File: src/hw/rtl/wcs_sqrt_cell.sv
// ---------------------------------------------------------------------------
// wcs_sqrt_cell
// One digit-by-digit square root step: decides root bit I.
// ---------------------------------------------------------------------------
module wcs_sqrt_cell #(
    parameter int VW = 8,
    parameter int TW = 1,
    parameter int I  = 0
) (
    input  logic          aclk,
    input  logic          aresetn,
    input  logic          en,
    input  logic          in_valid,
    input  logic [VW-1:0] in_rem,
    input  logic [VW-1:0] in_res,
    input  logic [TW-1:0] in_tag,
    output logic          out_valid,
    output logic [VW-1:0] out_rem,
    output logic [VW-1:0] out_res,
    output logic [TW-1:0] out_tag
);
    logic [VW-1:0] bitv;
    logic [VW:0]   trial;
    logic          take;
    logic [VW-1:0] rem_next;
    logic [VW-1:0] res_next;
    logic          valid_reg;
    logic [VW-1:0] rem_reg;
    logic [VW-1:0] res_reg;
    logic [TW-1:0] tag_reg;

    always_comb begin
        bitv     = VW'(1) << (2 * I);
        trial    = {1'b0, in_res} + {1'b0, bitv};
        take     = ({1'b0, in_rem} >= trial);
        rem_next = take ? VW'({1'b0, in_rem} - trial) : in_rem;
        res_next = take ? ((in_res >> 1) + bitv) : (in_res >> 1);
    end

    always_ff @(posedge aclk) begin
        if (!aresetn) begin
            valid_reg <= 1'b0;
        end else if (en) begin
            valid_reg <= in_valid;
        end
    end

    always_ff @(posedge aclk) begin
        if (en) begin
            rem_reg <= rem_next;
            res_reg <= res_next;
            tag_reg <= in_tag;
        end
    end

    assign out_valid = valid_reg;
    assign out_rem   = rem_reg;
    assign out_res   = res_reg;
    assign out_tag   = tag_reg;
endmodule

File: config.mk
export PLATFORM = sky130hd
export DESIGN_NAME = wcs_sqrt_cell
export DESIGN_NICKNAME = d
export VERILOG_FILES = /design/src/hw/rtl/wcs_sqrt_cell.sv
export SDC_FILE = /design/constraint.sdc
export NUM_CORES = 1
export LEC_CHECK = 0
export BUFFER_PORTS_ARGS = -buffer_cell sky130_fd_sc_hd__buf_2
export CORE_MARGIN = 3
export CORE_UTILIZATION = 51
export DETAILED_ROUTE_END_ITERATION = 12
export PLACE_DENSITY = 0.8
export SYNTH_ARGS = -nofsm -noshare
export SYNTH_HDL_FRONTEND = slang
export SYNTH_SLANG_ARGS = --single-unit
File: constraint.sdc
create_clock -name aclk -period 3.49 [get_ports aclk]
set_input_delay 0.698 -clock aclk [delete_from_list [all_inputs] [get_ports aclk]]
set_output_delay 0.698 -clock aclk [all_outputs]
set_load 0.1 [all_outputs]
* Yosys cells after proc, flatten, opt, wreduce, memory -nomap -nowiden
Index checks and enable logic that the tools add are counted.
** Storage, ports and cells
- Register bits after elaboration :: 18
- Output and inout port bits :: 18
** Cells by class
- Add/subtract/negate cells :: 3
- Order comparisons :: 1
- Mux-type cells :: 2
** Operator list (count)
- adder 8 x 1 -> 9 bit, second input constant :: 1
- >= comparator 8 x 9 -> 1 bit :: 1
- adder 7 x 1 -> 8 bit, second input constant :: 1
- 2-to-1 mux 8 bit :: 1
- subtractor 8 bit :: 1
- 2-to-1 mux 7 bit :: 1

* Depth between registers and ports, before layout
- Word-level depth :: 3
- Gate-level depth with buffers :: 10
- Depth with buffers taken out :: 9

* Worst setup path after synthesis
No wires, ideal clock.
- Path kind :: input -> register
- Start point :: in in_res[3]
- End point :: reg rem_reg[1] (netlist: out_rem[1]) (data pin)
- Data arrival time :: 2733 ps
- Required time :: 3230 ps
- Path slack :: 497 ps
- Stages :: 10
- Path buffers :: 1
- Cells stage by stage :: buf_2 > and4_4 > nand2_1 > xor2_1 > ha_1 > nand2_1 > nor3_1 > nor2_2 > a21oi_4 > mux2_2
** On the way
- Cells in the longest elaborated chain, start to end :: 3
** RTL lines
- start, declared :: line 15 : input logic [VW-1:0] in_res,
- adder 8 x 1 -> 9 bit :: line 34 : trial = {1'b0, in_res} + {1'b0, bitv};
- >= comparator 8 x 9 -> 1 bit :: line 35 : take = ({1'b0, in_rem} >= trial);
- 2-to-1 mux 8 bit :: line 36 : rem_next = take ? VW'({1'b0, in_rem} - trial) : in_rem;
- net rem_next[1] :: line 25 : logic [VW-1:0] rem_next;
- end signal, assigned :: line 50 : rem_reg <= rem_next;
- end, declared :: line 28 : logic [VW-1:0] rem_reg;
The timed path passes the listed nets, and every way through them passes these cells.
A chain may end at the register's enable or synchronous reset.

* Worst setup path in the final report
- Start point :: in in_res[0]
- End point :: reg rem_reg[4] (netlist: out_rem[4]) (data pin)
** On the way
- Cells in the longest elaborated chain, start to end :: 3
- Elaborated cells on any way between the ends :: 4
** RTL lines (line)
- adder 8 x 1 -> 9 bit (*) :: 34
- subtractor 8 bit / >= comparator 8 x 9 -> 1 bit (equally long branches) :: 36, 35
- 2-to-1 mux 8 bit (*) :: 36
- net rem_next[4] :: 25
Mark *: on every way through the listed nets, which the timed path passes. The rest lies on a longest branch.

==> flow_summary.toml <==
[critical_path]
r2r_start = "out_valid"
critPathRequiredTime_ns = 3.53
setup.worst_path.start_class = "input port"
critPathLaunch = "in_res[0]"
critPathMaxFanout = 10
crit_arrival_ns = 3.08
timing_worst_setup_path_type = "in -> reg"
crit_path_end_kind = "flop"

[synth]
synth_top_cell_by_area = "sky130_fd_sc_hd__edfxtp_1"
netlist.area_leader.share_pct = 37.8
synth_sequential_area_ratio_pct = 39.3
synth-seq-cells = 18
mappedNetlistNets = 150
number_of_enable_type_register_cells_in_the_synthesized_netlist = 17
dominantRegCellSynth = "sky130_fd_sc_hd__edfxtp_1"
avgSynthCellArea_um2 = 11.4
ys_types = 36
asyncSetResetFlopFracSynth_pct = 0
post_synth_inst_count = 118
synthesis.area_mm2 = 0.00135
synth.top_cells.by_area = "sky130_fd_sc_hd__edfxtp_1 (38%), sky130_fd_sc_hd__ha_1 (9.3%), sky130_fd_sc_hd__xor2_1 (7.1%)"
yosysWarnings = 0

[clock_network]
clk_pin_slew_ns = 0.09
cts_bufs_inserted = 3
cts_post_setup_buffers_inserted = 0
tritoncts = "done"
clock_root_buffer = "sky130_fd_sc_hd__clkbuf_4"
cts_resized = 0
number_of_sinks_driven_by_the_clock_tree = 18
ctsHoldBuffers = 0
clk_latency_ns = 0.28
cts_max_path_buffers = 2
htree_num_levels = 1

[timing]
min_period_over_period_pct = 87.0
clock-skew-final_ns = 0
final_hold_viol_count = 0
timing_worst_slew_pin_value_ns = 0.479
final_max_slew_viol_count = 0
final.setup.worst_slack_ns = 0.454
final.hold.worst_slack_ns = 0.519
layout_min_cycle_time_ns = 3.04
setup_repair_after_global_routing_missed_its_margin = "no"
tns_setup_ns = 0
finalSetupViolations = 0
max_freq_ghz = 0.329
timing.max_slew.rel_slack_pct = 68.0

[floorplan]
fp.coreArea_mm2 = 0.00250
num_io_pins = 39
site_row_count = 18
dieArea_mm2 = 0.00330
floorplan.die.width_um = 57.4
floorplan.initialDensity_pct = 54.0
die-height_um = 57.4

[layout]
finalCoreUtilization_pct = 64.3
finish.cell_count_without_fillers = 189
filler_cell_count = 199
final_net_count = 192
post_route_cells_drive_above_1_share_pct = 34.6
stdcell_area_mm2 = 0.00161
synth_to_final_area_change_pct = 19.2
antenna_cells_inserted = 0

[placed_design]
dpl.cell_count = 185
port-buffer-count = 38
place.detailed.hpwl_um = 2200
placedInstanceArea_mm2 = 0.00157
place_congestion = 0.969
pre_cts_slack_ns = 0.142

[global_routing]
maximum_number_of_pins_on_one_net_before_global_route_repair = 19
global_route.usage.met2_pct = 26.9
groute.layer.met3.usage_pct = 2.26
via_count_of_the_first_global_routing_pass = 947
combined_global_route_utilization_of_all_metal_layers_pct = 16.2
gr_peak_layer = "met2"
number_of_antenna_violations_at_the_first_check_in_global_routing = 0
wire_length_of_the_first_global_routing_pass_um = 4200
grt_use_met1_pct = 21.3
grt_overflow_total = 0

[outcome]
run_status = "complete, no violations"

[route]
drt_wl_total_um = 2590
drtPass1Iterations = 4
drc_errors = 0
antenna_left = 0
first_iter_violations = 27
avgViaCountPerCell = 5.37
num_vias = 1015
routedWlPerCell_um = 13.7

[worst_hold_path]
hold_class = "reg -> reg"
min-delay-start = "out_valid"

[pwr]
vdd.ir_drop.worst_mv = 0.525
power.density_mw_per_mm2 = 478
cellLeakagePower_nw = 0.662
total_power_mw = 0.768

[job]
maxCapViolCount = 0
==> synth_stat cells (2+ instances only) <==
| cell type | instances |
|---|---|
| sky130_fd_sc_hd__inv_1 | 8 |
| sky130_fd_sc_hd__edfxtp_1 | 17 |
| sky130_fd_sc_hd__mux2i_1 | 3 |
| sky130_fd_sc_hd__a21oi_1 | 5 |
| sky130_fd_sc_hd__nor2_1 | 6 |
| sky130_fd_sc_hd__a2111oi_4 | 2 |
| sky130_fd_sc_hd__mux2_2 | 5 |
| sky130_fd_sc_hd__o21ai_0 | 2 |
| sky130_fd_sc_hd__xnor2_1 | 4 |
| sky130_fd_sc_hd__a211oi_1 | 3 |
| sky130_fd_sc_hd__nor2b_1 | 5 |
| sky130_fd_sc_hd__ha_1 | 10 |
| sky130_fd_sc_hd__nand2_1 | 11 |
| sky130_fd_sc_hd__xor2_1 | 11 |
| sky130_fd_sc_hd__mux2_1 | 2 |
| sky130_fd_sc_hd__nand3_1 | 3 |
| sky130_fd_sc_hd__nand4_1 | 2 |
==> logic make-up after synthesis <==
kind of cell,after synthesis,share of synthesized area [%]
buf+inv,9,2.60
mux,10,8.07
fa+ha+maj,11,10.8
xor+xnor,15,9.74
flops,18,39.3
simple gates,34,13.3
compound gates,21,16.2
==> flip-flops by register name, summed over array words and instances, names as in the netlist <==
register and flops:
out_valid 1, out_rem 8, out_res 8, out_tag 1
==> cell type report <==
type,instances,area (µm²),area share (%)
multi-input combinational,91,783,48.7
inverter,8,30.0,1.87
tap,30,37.5,2.33
sequential,18,531,33.0
timing repair buffer,38,190,11.8
clock buffer,4,36.3,2.26
==> layer usage <==
layer	part of all wire, %	routed length [µm]
met4	0.89	23
met1	44	1130
met2	49	1280
met5	0	0
met3	5.9	153
==> final timing paths <==
| kind | end | slack (ns) | cells past startpoint |
|---|---|---|---|
| worst max-delay path | out_rem[4] | 0.45 | 10 |
| worst min-delay path | out_valid | 0.52 | 2 |
| worst max register to register | out_valid | 2.91 | 2 |
| worst min register to register | out_valid | 0.52 | 2 |
==> report_power, final <==
part	leakage (nW)	switching [mW]	internal (mW)
logic	0.467	0.286	0.0909
registers	0.174	0.00501	0.267
clock network	0.0210	0.0556	0.0634
total	0.662	0.346	0.422
==> worst max-delay path, cell delays in order <==
cell                      delay [ns]
sky130_fd_sc_hd__buf_2          0.13
sky130_fd_sc_hd__ha_1           0.31
sky130_fd_sc_hd__nand3_1        0.13
sky130_fd_sc_hd__xor2_1         0.15
sky130_fd_sc_hd__ha_1           0.38
sky130_fd_sc_hd__nand3_1        0.12
sky130_fd_sc_hd__nor3_1         0.25
sky130_fd_sc_hd__nor2_2         0.17
sky130_fd_sc_hd__a21oi_4        0.35
sky130_fd_sc_hd__mux2_2         0.39
==> layout by cell type, fill, tap and decap left out, types with 2 or more instances in the layout <==
master and n:
sky130_fd_sc_hd__xor2_1 11, sky130_fd_sc_hd__nor2b_1 5, sky130_fd_sc_hd__mux2_1 2, sky130_fd_sc_hd__clkbuf_4 3, sky130_fd_sc_hd__inv_1 8, sky130_fd_sc_hd__nand3_1 3
sky130_fd_sc_hd__nor2_1 6, sky130_fd_sc_hd__ha_1 10, sky130_fd_sc_hd__xnor2_1 4, sky130_fd_sc_hd__a21oi_1 5, sky130_fd_sc_hd__o21ai_0 2, sky130_fd_sc_hd__edfxtp_1 17
sky130_fd_sc_hd__mux2_2 5, sky130_fd_sc_hd__a2111oi_4 2, sky130_fd_sc_hd__nand4_1 2, sky130_fd_sc_hd__buf_2 38, sky130_fd_sc_hd__a211oi_1 3, sky130_fd_sc_hd__nand2_1 11
sky130_fd_sc_hd__mux2i_1 3
No activity file was read; power rests on OpenSTA's default activity.
