### src/hw/rtl/wcs_div_cell.sv
// ---------------------------------------------------------------------------
// wcs_div_cell
// One restoring division step: decides quotient bit I.
// ---------------------------------------------------------------------------
module wcs_div_cell #(
    parameter int RW = 8,
    parameter int DW = 4,
    parameter int QW = 4,
    parameter int TW = 1,
    parameter int I  = 0
) (
    input  logic          aclk,
    input  logic          aresetn,
    input  logic          en,
    input  logic          in_valid,
    input  logic [RW-1:0] in_rem,
    input  logic [DW-1:0] in_den,
    input  logic [QW-1:0] in_quo,
    input  logic [TW-1:0] in_tag,
    output logic          out_valid,
    output logic [RW-1:0] out_rem,
    output logic [DW-1:0] out_den,
    output logic [QW-1:0] out_quo,
    output logic [TW-1:0] out_tag
);
    logic [RW+QW-1:0] dsh;
    logic [RW+QW-1:0] rem_x;
    logic             take;
    logic [RW-1:0]    rem_next;
    logic [QW-1:0]    quo_next;
    logic             valid_reg;
    logic [RW-1:0]    rem_reg;
    logic [DW-1:0]    den_reg;
    logic [QW-1:0]    quo_reg;
    logic [TW-1:0]    tag_reg;

    always_comb begin
        dsh      = {{(RW+QW-DW){1'b0}}, in_den} << I;
        rem_x    = {{QW{1'b0}}, in_rem};
        take     = (rem_x >= dsh);
        rem_next = take ? RW'(rem_x - dsh) : in_rem;
        quo_next = in_quo;
        quo_next[I] = take;
    end

    always_ff @(posedge aclk) begin
        if (!aresetn) begin
            valid_reg <= 1'b0;
        end else if (en) begin
            valid_reg <= in_valid;
        end
    end

    always_ff @(posedge aclk) begin
        if (en) begin
            rem_reg <= rem_next;
            den_reg <= in_den;
            quo_reg <= quo_next;
            tag_reg <= in_tag;
        end
    end

    assign out_valid = valid_reg;
    assign out_rem   = rem_reg;
    assign out_den   = den_reg;
    assign out_quo   = quo_reg;
    assign out_tag   = tag_reg;
endmodule

### config.mk
export PLATFORM = sky130hd
export DESIGN_NAME = wcs_div_cell
export DESIGN_NICKNAME = d
export VERILOG_FILES = /design/src/hw/rtl/wcs_div_cell.sv
export SDC_FILE = /design/constraint.sdc
export NUM_CORES = 1
export LEC_CHECK = 0
export BUFFER_PORTS_ARGS = -buffer_cell sky130_fd_sc_hd__buf_2
export CORE_UTILIZATION = 35
export CTS_CLUSTER_SIZE = 30
export DETAILED_ROUTE_END_ITERATION = 8
export PLACE_DENSITY_LB_ADDON = 0.25
export SLEW_MARGIN = 5
export SYNTH_ARGS = -nofsm -noshare
export SYNTH_HDL_FRONTEND = slang
export SYNTH_SLANG_ARGS = --single-unit
### constraint.sdc
create_clock -name aclk -period 5.9 [get_ports aclk]
set_input_delay 1.475 -clock aclk [delete_from_list [all_inputs] [get_ports aclk]]
set_output_delay 1.475 -clock aclk [all_outputs]
set_load 0.1 [all_outputs]
# --- Word-level counts from Yosys, hierarchy flattened ---
# Cells that the tools add are included.
word_totals:
  reg_bits: 18
  inputBits: 21
classes:
  n_addsub: 1
  order_cmp: 1
  n_mux: 1
ops:
  columns: ["cell", "count"]
  rows:
  - [">= comparator 8 x 4 -> 1 bit", 1]
  - ["2-to-1 mux 8 bit", 1]
  - ["subtractor 8 x 4 -> 8 bit", 1]

# --- Logic depth before layout (Yosys ltp) ---
depth:
  depth_word: 2
  mapped_depth: 7
  depth_no_buf: 7

# --- Least setup slack after synthesis ---
# No wires, ideal clock.
synth_path:
  path_kind: "input to register"
  from: "input port in_rem[0]"
  to: "register rem_reg[2] (netlist: out_rem[2]) (data pin)"
  setup_ns: 0.260
  t_arrival_ns: 2.971
  t_required_ns: 5.640
  slack_ns: 2.668
  path_stages: 7
  path_cell_list: "inv_1 ha_1 fa_1 nand2b_1 a21oi_2 nor2_8 mux2_4"
synth_via:
  elab_chain_len: 2
  elab_cells_between_ends: 3
  cone_classes: "1 x add/sub; 1 x order compare; 1 x mux"
synth_lines:
  columns: ["item", "line", "source"]
  rows:
  - ["from (decl)", "16", "input logic [RW-1:0] in_rem,"]
  - ["subtractor 8 x 4 -> 8 bit / >= comparator 8 x 4 -> 1 bit (equally long branches)", "41, 40", null]
  - ["2-to-1 mux 8 bit *", "41", "rem_next = take ? RW'(rem_x - dsh) : in_rem;"]
  - ["via rem_next[2]", "29", "logic [RW-1:0] rem_next;"]
  - ["to (signal assigned)", "56", "rem_reg <= rem_next;"]
  - ["to (decl)", "32", "logic [RW-1:0] rem_reg;"]
# The timed path passes the listed nets; every way through them passes the cells marked *.
# A chain may end at the register's enable or synchronous reset.

# --- Final worst setup path ---
# Ends and elaborated chain as after synthesis.

==> summary.json <==
{
  "status": {"value": "finished, final reports clean"},
  "fmax": {"value": 321, "unit": "MHz"},
  "post_drt_via_cell_ratio": {"value": 4.57},
  "detail_route.first_pass.iterations": {"value": 4},
  "cts_made_buffers": {"value": 3},
  "synth-seq-cells": {"value": 18},
  "grt_util_all_layers": {"value": 11.8, "unit": "%"},
  "power.switching_fraction": {"value": 42.2, "unit": "%"},
  "cts_repair_resize_count": {"value": 0},
  "post_synth_and_or_nand_nor_area_fraction": {"value": 12.3, "unit": "%"},
  "cts.sinks": {"value": 18},
  "worst-endpoint-required": {"value": 5940, "unit": "ps"},
  "port_buffers": {"value": 37},
  "final_period_utilization": {"value": 52.8, "unit": "%"},
  "multiplexer_share_of_the_synthesized_area": {"value": 7.84, "unit": "%"},
  "slew_viol_final": {"value": 0},
  "rows": {"value": 17},
  "synth_compound_area_share": {"value": 4.76, "unit": "%"},
  "final_layout_size_suffix_gt1_share": {"value": 47.6, "unit": "%"},
  "clkTransAtPathRegs": {"value": 90, "unit": "ps"},
  "clock_skew": {"value": 0, "unit": "ps"},
  "worst_slew_pin_slew": {"value": 555, "unit": "ps"},
  "worstSkewPairLatency": {"value": 280, "unit": "ps"},
  "inserted_diodes": {"value": 0},
  "yosysUniqueCellTypes": {"value": 25},
  "synthXorXnorAreaFrac": {"value": 4.90, "unit": "%"},
  "final_period_minus_worst_setup_slack": {"value": 3110, "unit": "ps"},
  "power_per_cell_area": {"value": 316, "unit": "mW/mm^2"},
  "clock_power_share": {"value": 16.1, "unit": "%"},
  "adder_cell_share_of_the_synthesized_area": {"value": 7.84, "unit": "%"},
  "final_common_cell": {"value": "sky130_fd_sc_hd__buf_2"},
  "power.share.sequential": {"value": 43.7, "unit": "%"},
  "timing.setup.critical_path_class": {"value": "in -> reg"},
  "synth_area": {"value": 893, "unit": "sq um"},
  "cp.arrival": {"value": 3150, "unit": "ps"},
  "grt_start_max_net_pins": {"value": 19},
  "wirelength": {"value": 1.47, "unit": "mm"},
  "initial_core_util": {"value": 38.5, "unit": "%"},
  "grt_first_pass_wirelength": {"value": 2.28, "unit": "mm"},
  "overflow": {"value": 0},
  "hpwl": {"value": 1.20, "unit": "mm"},
  "crit_path_max_fanout": {"value": 5},
  "critPathBufInv": {"value": 2},
  "grt_pass1_vias": {"value": 552},
  "synthesis.instances": {"value": 62},
  "final_antenna_net_count": {"value": 0},
  "drv.max_cap_violation_count": {"value": 0},
  "worst_path_dominant_cell_family": {"value": "adder cells"},
  "ios": {"value": 39},
  "power_frac_comb": {"value": 40.2, "unit": "%"},
  "drc_errors": {"value": 0},
  "grt_setup_unrepaired": {"value": "false"},
  "peakVddDrop": {"value": 0.121, "unit": "mV"},
  "drt_first_iter_violations": {"value": 12},
  "finalHoldViolCount": {"value": 0},
  "crit_path_start_kind": {"value": "input port"},
  "fin_nets": {"value": 130},
  "layout.cells.non_filler": {"value": 131},
  "total_leakage_power": {"value": 0.513, "unit": "nW"},
  "number_of_failing_setup_endpoints_in_the_final_timing_report": {"value": 0},
  "post_drt_wl_per_cell": {"value": 11.2, "unit": "um"},
  "die_area": {"value": 0.00276, "unit": "sq mm"},
  "ctsHtreeMaxLevel": {"value": 1},
  "syn_nets": {"value": 88},
  "floorplan.die.height": {"value": 52.5, "unit": "um"},
  "yosysSeqAreaShare": {"value": 59.4, "unit": "%"},
  "detailroute.via_count": {"value": 599},
  "gp_congestion": {"value": 0.679},
  "fin_tns_setup": {"value": 0, "unit": "ps"},
  "clock_tree.buffer_depth": {"value": 2},
  "crit_path_top_delay_cell": {"value": "sky130_fd_sc_hd__fa_1"},
  "cts.hold.buffers_added": {"value": 0},
  "endpoint_kind": {"value": "flop"},
  "placed_cells": {"value": 127},
  "flow.area_growth_from_synthesis": {"value": 27.6, "unit": "%"},
  "switching_power_summed_over_all_nets": {"value": 152, "unit": "uW"},
  "max_stage_delay_on_crit_path": {"value": 400, "unit": "ps"},
  "slew-limit-headroom": {"value": 62.5, "unit": "%"},
  "coreArea": {"value": 0.00232, "unit": "sq mm"},
  "design_power_total": {"value": 360, "unit": "uW"},
  "power.internal": {"value": 208, "unit": "uW"},
  "antenna_found_initial": {"value": 0},
  "combinational_family_with_the_most_area_after_synthesis": {"value": "simple AND/OR/NAND/NOR gates"},
  "cts.repair_timing.setup_buffer_count": {"value": 0},
  "cts_tree": {"value": "done"},
  "fp.dieW": {"value": 52.5, "unit": "um"},
  "mostFrequentLayoutCells": {"value": "sky130_fd_sc_hd__buf_2, sky130_fd_sc_hd__edfxtp_1, sky130_fd_sc_hd__inv_1"},
  "cp_cell_sequence": {"value": "buf_2, inv_1, ha_1, fa_1, nand2b_1, a21oi_2, nor2_8, mux2_4"},
  "avgSynthCellArea": {"value": 14.4, "unit": "sq um"},
  "min-delay-path-class": {"value": "reg -> reg"},
  "yosysWarnings": {"value": 0},
  "clk_tree_root_cell": {"value": "sky130_fd_sc_hd__clkbuf_4"}
}
[kinds of logic (layout without fill, tap and decap cells)]
kind of cell    Yosys count  in the layout
simple gates             16             16
xor+xnor                  5              5
buf+inv                   7             48
mux                       6              6
fa+ha+maj                 5              5
flops                    18             18
compound gates            5              5
[layout make-up]
cell class,instances,area (sq um)
tap,28,35.0
clock buffer,3,22.5
clock inverter,1,3.75
sequential,18,531
fill,208,1180
inverter,7,26.3
multi-input combinational,37,337
timing repair buffer,37,185
[per-layer routing]
metal  GRT usage (%)  vias up  share of wire [%]
met2            20.9       17                 55
li1                -      308                  -
met3            2.90        0                5.8
met1            12.5      274                 39
met5               0        -                  0
met4            6.58        0                  0
[worst reg2reg max path: stages, from the launching register on]
cell	delay, ps
sky130_fd_sc_hd__dfxtp_1	320
sky130_fd_sc_hd__mux2i_1	120
sky130_fd_sc_hd__nor2b_1	60
[synthesized netlist by cell type]
cell                        n  area (sq um)
sky130_fd_sc_hd__nor4_1     1          6.26
sky130_fd_sc_hd__ha_1       4          50.1
sky130_fd_sc_hd__mux2_4     2          30.0
sky130_fd_sc_hd__nor3_1     1          5.00
sky130_fd_sc_hd__xnor2_1    3          26.3
sky130_fd_sc_hd__edfxtp_1  17           510
sky130_fd_sc_hd__dfxtp_1    1          20.0
sky130_fd_sc_hd__inv_2      1          3.75
sky130_fd_sc_hd__or2_2      1          6.26
sky130_fd_sc_hd__nand2b_1   1          6.26
sky130_fd_sc_hd__nor2_8     1          20.0
sky130_fd_sc_hd__fa_1       1          20.0
sky130_fd_sc_hd__and4_1     1          8.76
sky130_fd_sc_hd__o211ai_2   1          12.5
sky130_fd_sc_hd__mux2i_1    4          40.0
sky130_fd_sc_hd__nor2b_1    2          12.5
sky130_fd_sc_hd__nor2_1     5          18.8
sky130_fd_sc_hd__inv_1      6          22.5
sky130_fd_sc_hd__nand2_1    1          3.75
sky130_fd_sc_hd__o31ai_1    1          7.51
sky130_fd_sc_hd__o311ai_0   1          8.76
sky130_fd_sc_hd__a21oi_2    1          8.76
sky130_fd_sc_hd__xor2_1     2          17.5
sky130_fd_sc_hd__or3_4      2          22.5
sky130_fd_sc_hd__o21ai_0    1          5.00
[state kept, by name (all words and copies together), names as in the netlist]
register,flops
out_tag,1
out_rem,8
out_quo,4
out_den,4
out_valid,1
[power by group through the flow]
| stage | clock (mW) | sequential (mW) | combinational, mW |
|---|---|---|---|
| final | 0.0580 | 0.157 | 0.145 |
| after global routing | 0.0678 | 0.159 | 0.151 |
| after CTS | 0.0615 | 0.158 | 0.146 |
| after detailed placement | 0 | 0.161 | 0.146 |
| after global placement | 0 | 0.160 | 0.144 |
| after floorplan | 0 | 0.254 | 0.0277 |
[through the flow]
step	area (sq um)	setup WS, ps	util (%)	hold slack [ps]
after CTS	1140	2780	49.2	522
after global placement	1110	2480	48.0	495
final	1140	2790	49.2	523
after floorplan	893	2670	-	981
after global routing	1140	2750	49.2	596
after detailed placement	1110	2480	48.0	497
[worst paths after layout]
check | from | endpoint | slack, ps | cells after the start
setup / recovery | in_rem[0] | out_rem[2] | 2790 | 8
hold / removal | out_valid | out_valid | 520 | 2
setup reg to reg | out_valid | out_valid | 5310 | 2
hold reg to reg | out_valid | out_valid | 520 | 2
(Power assumes the default switching activity.)
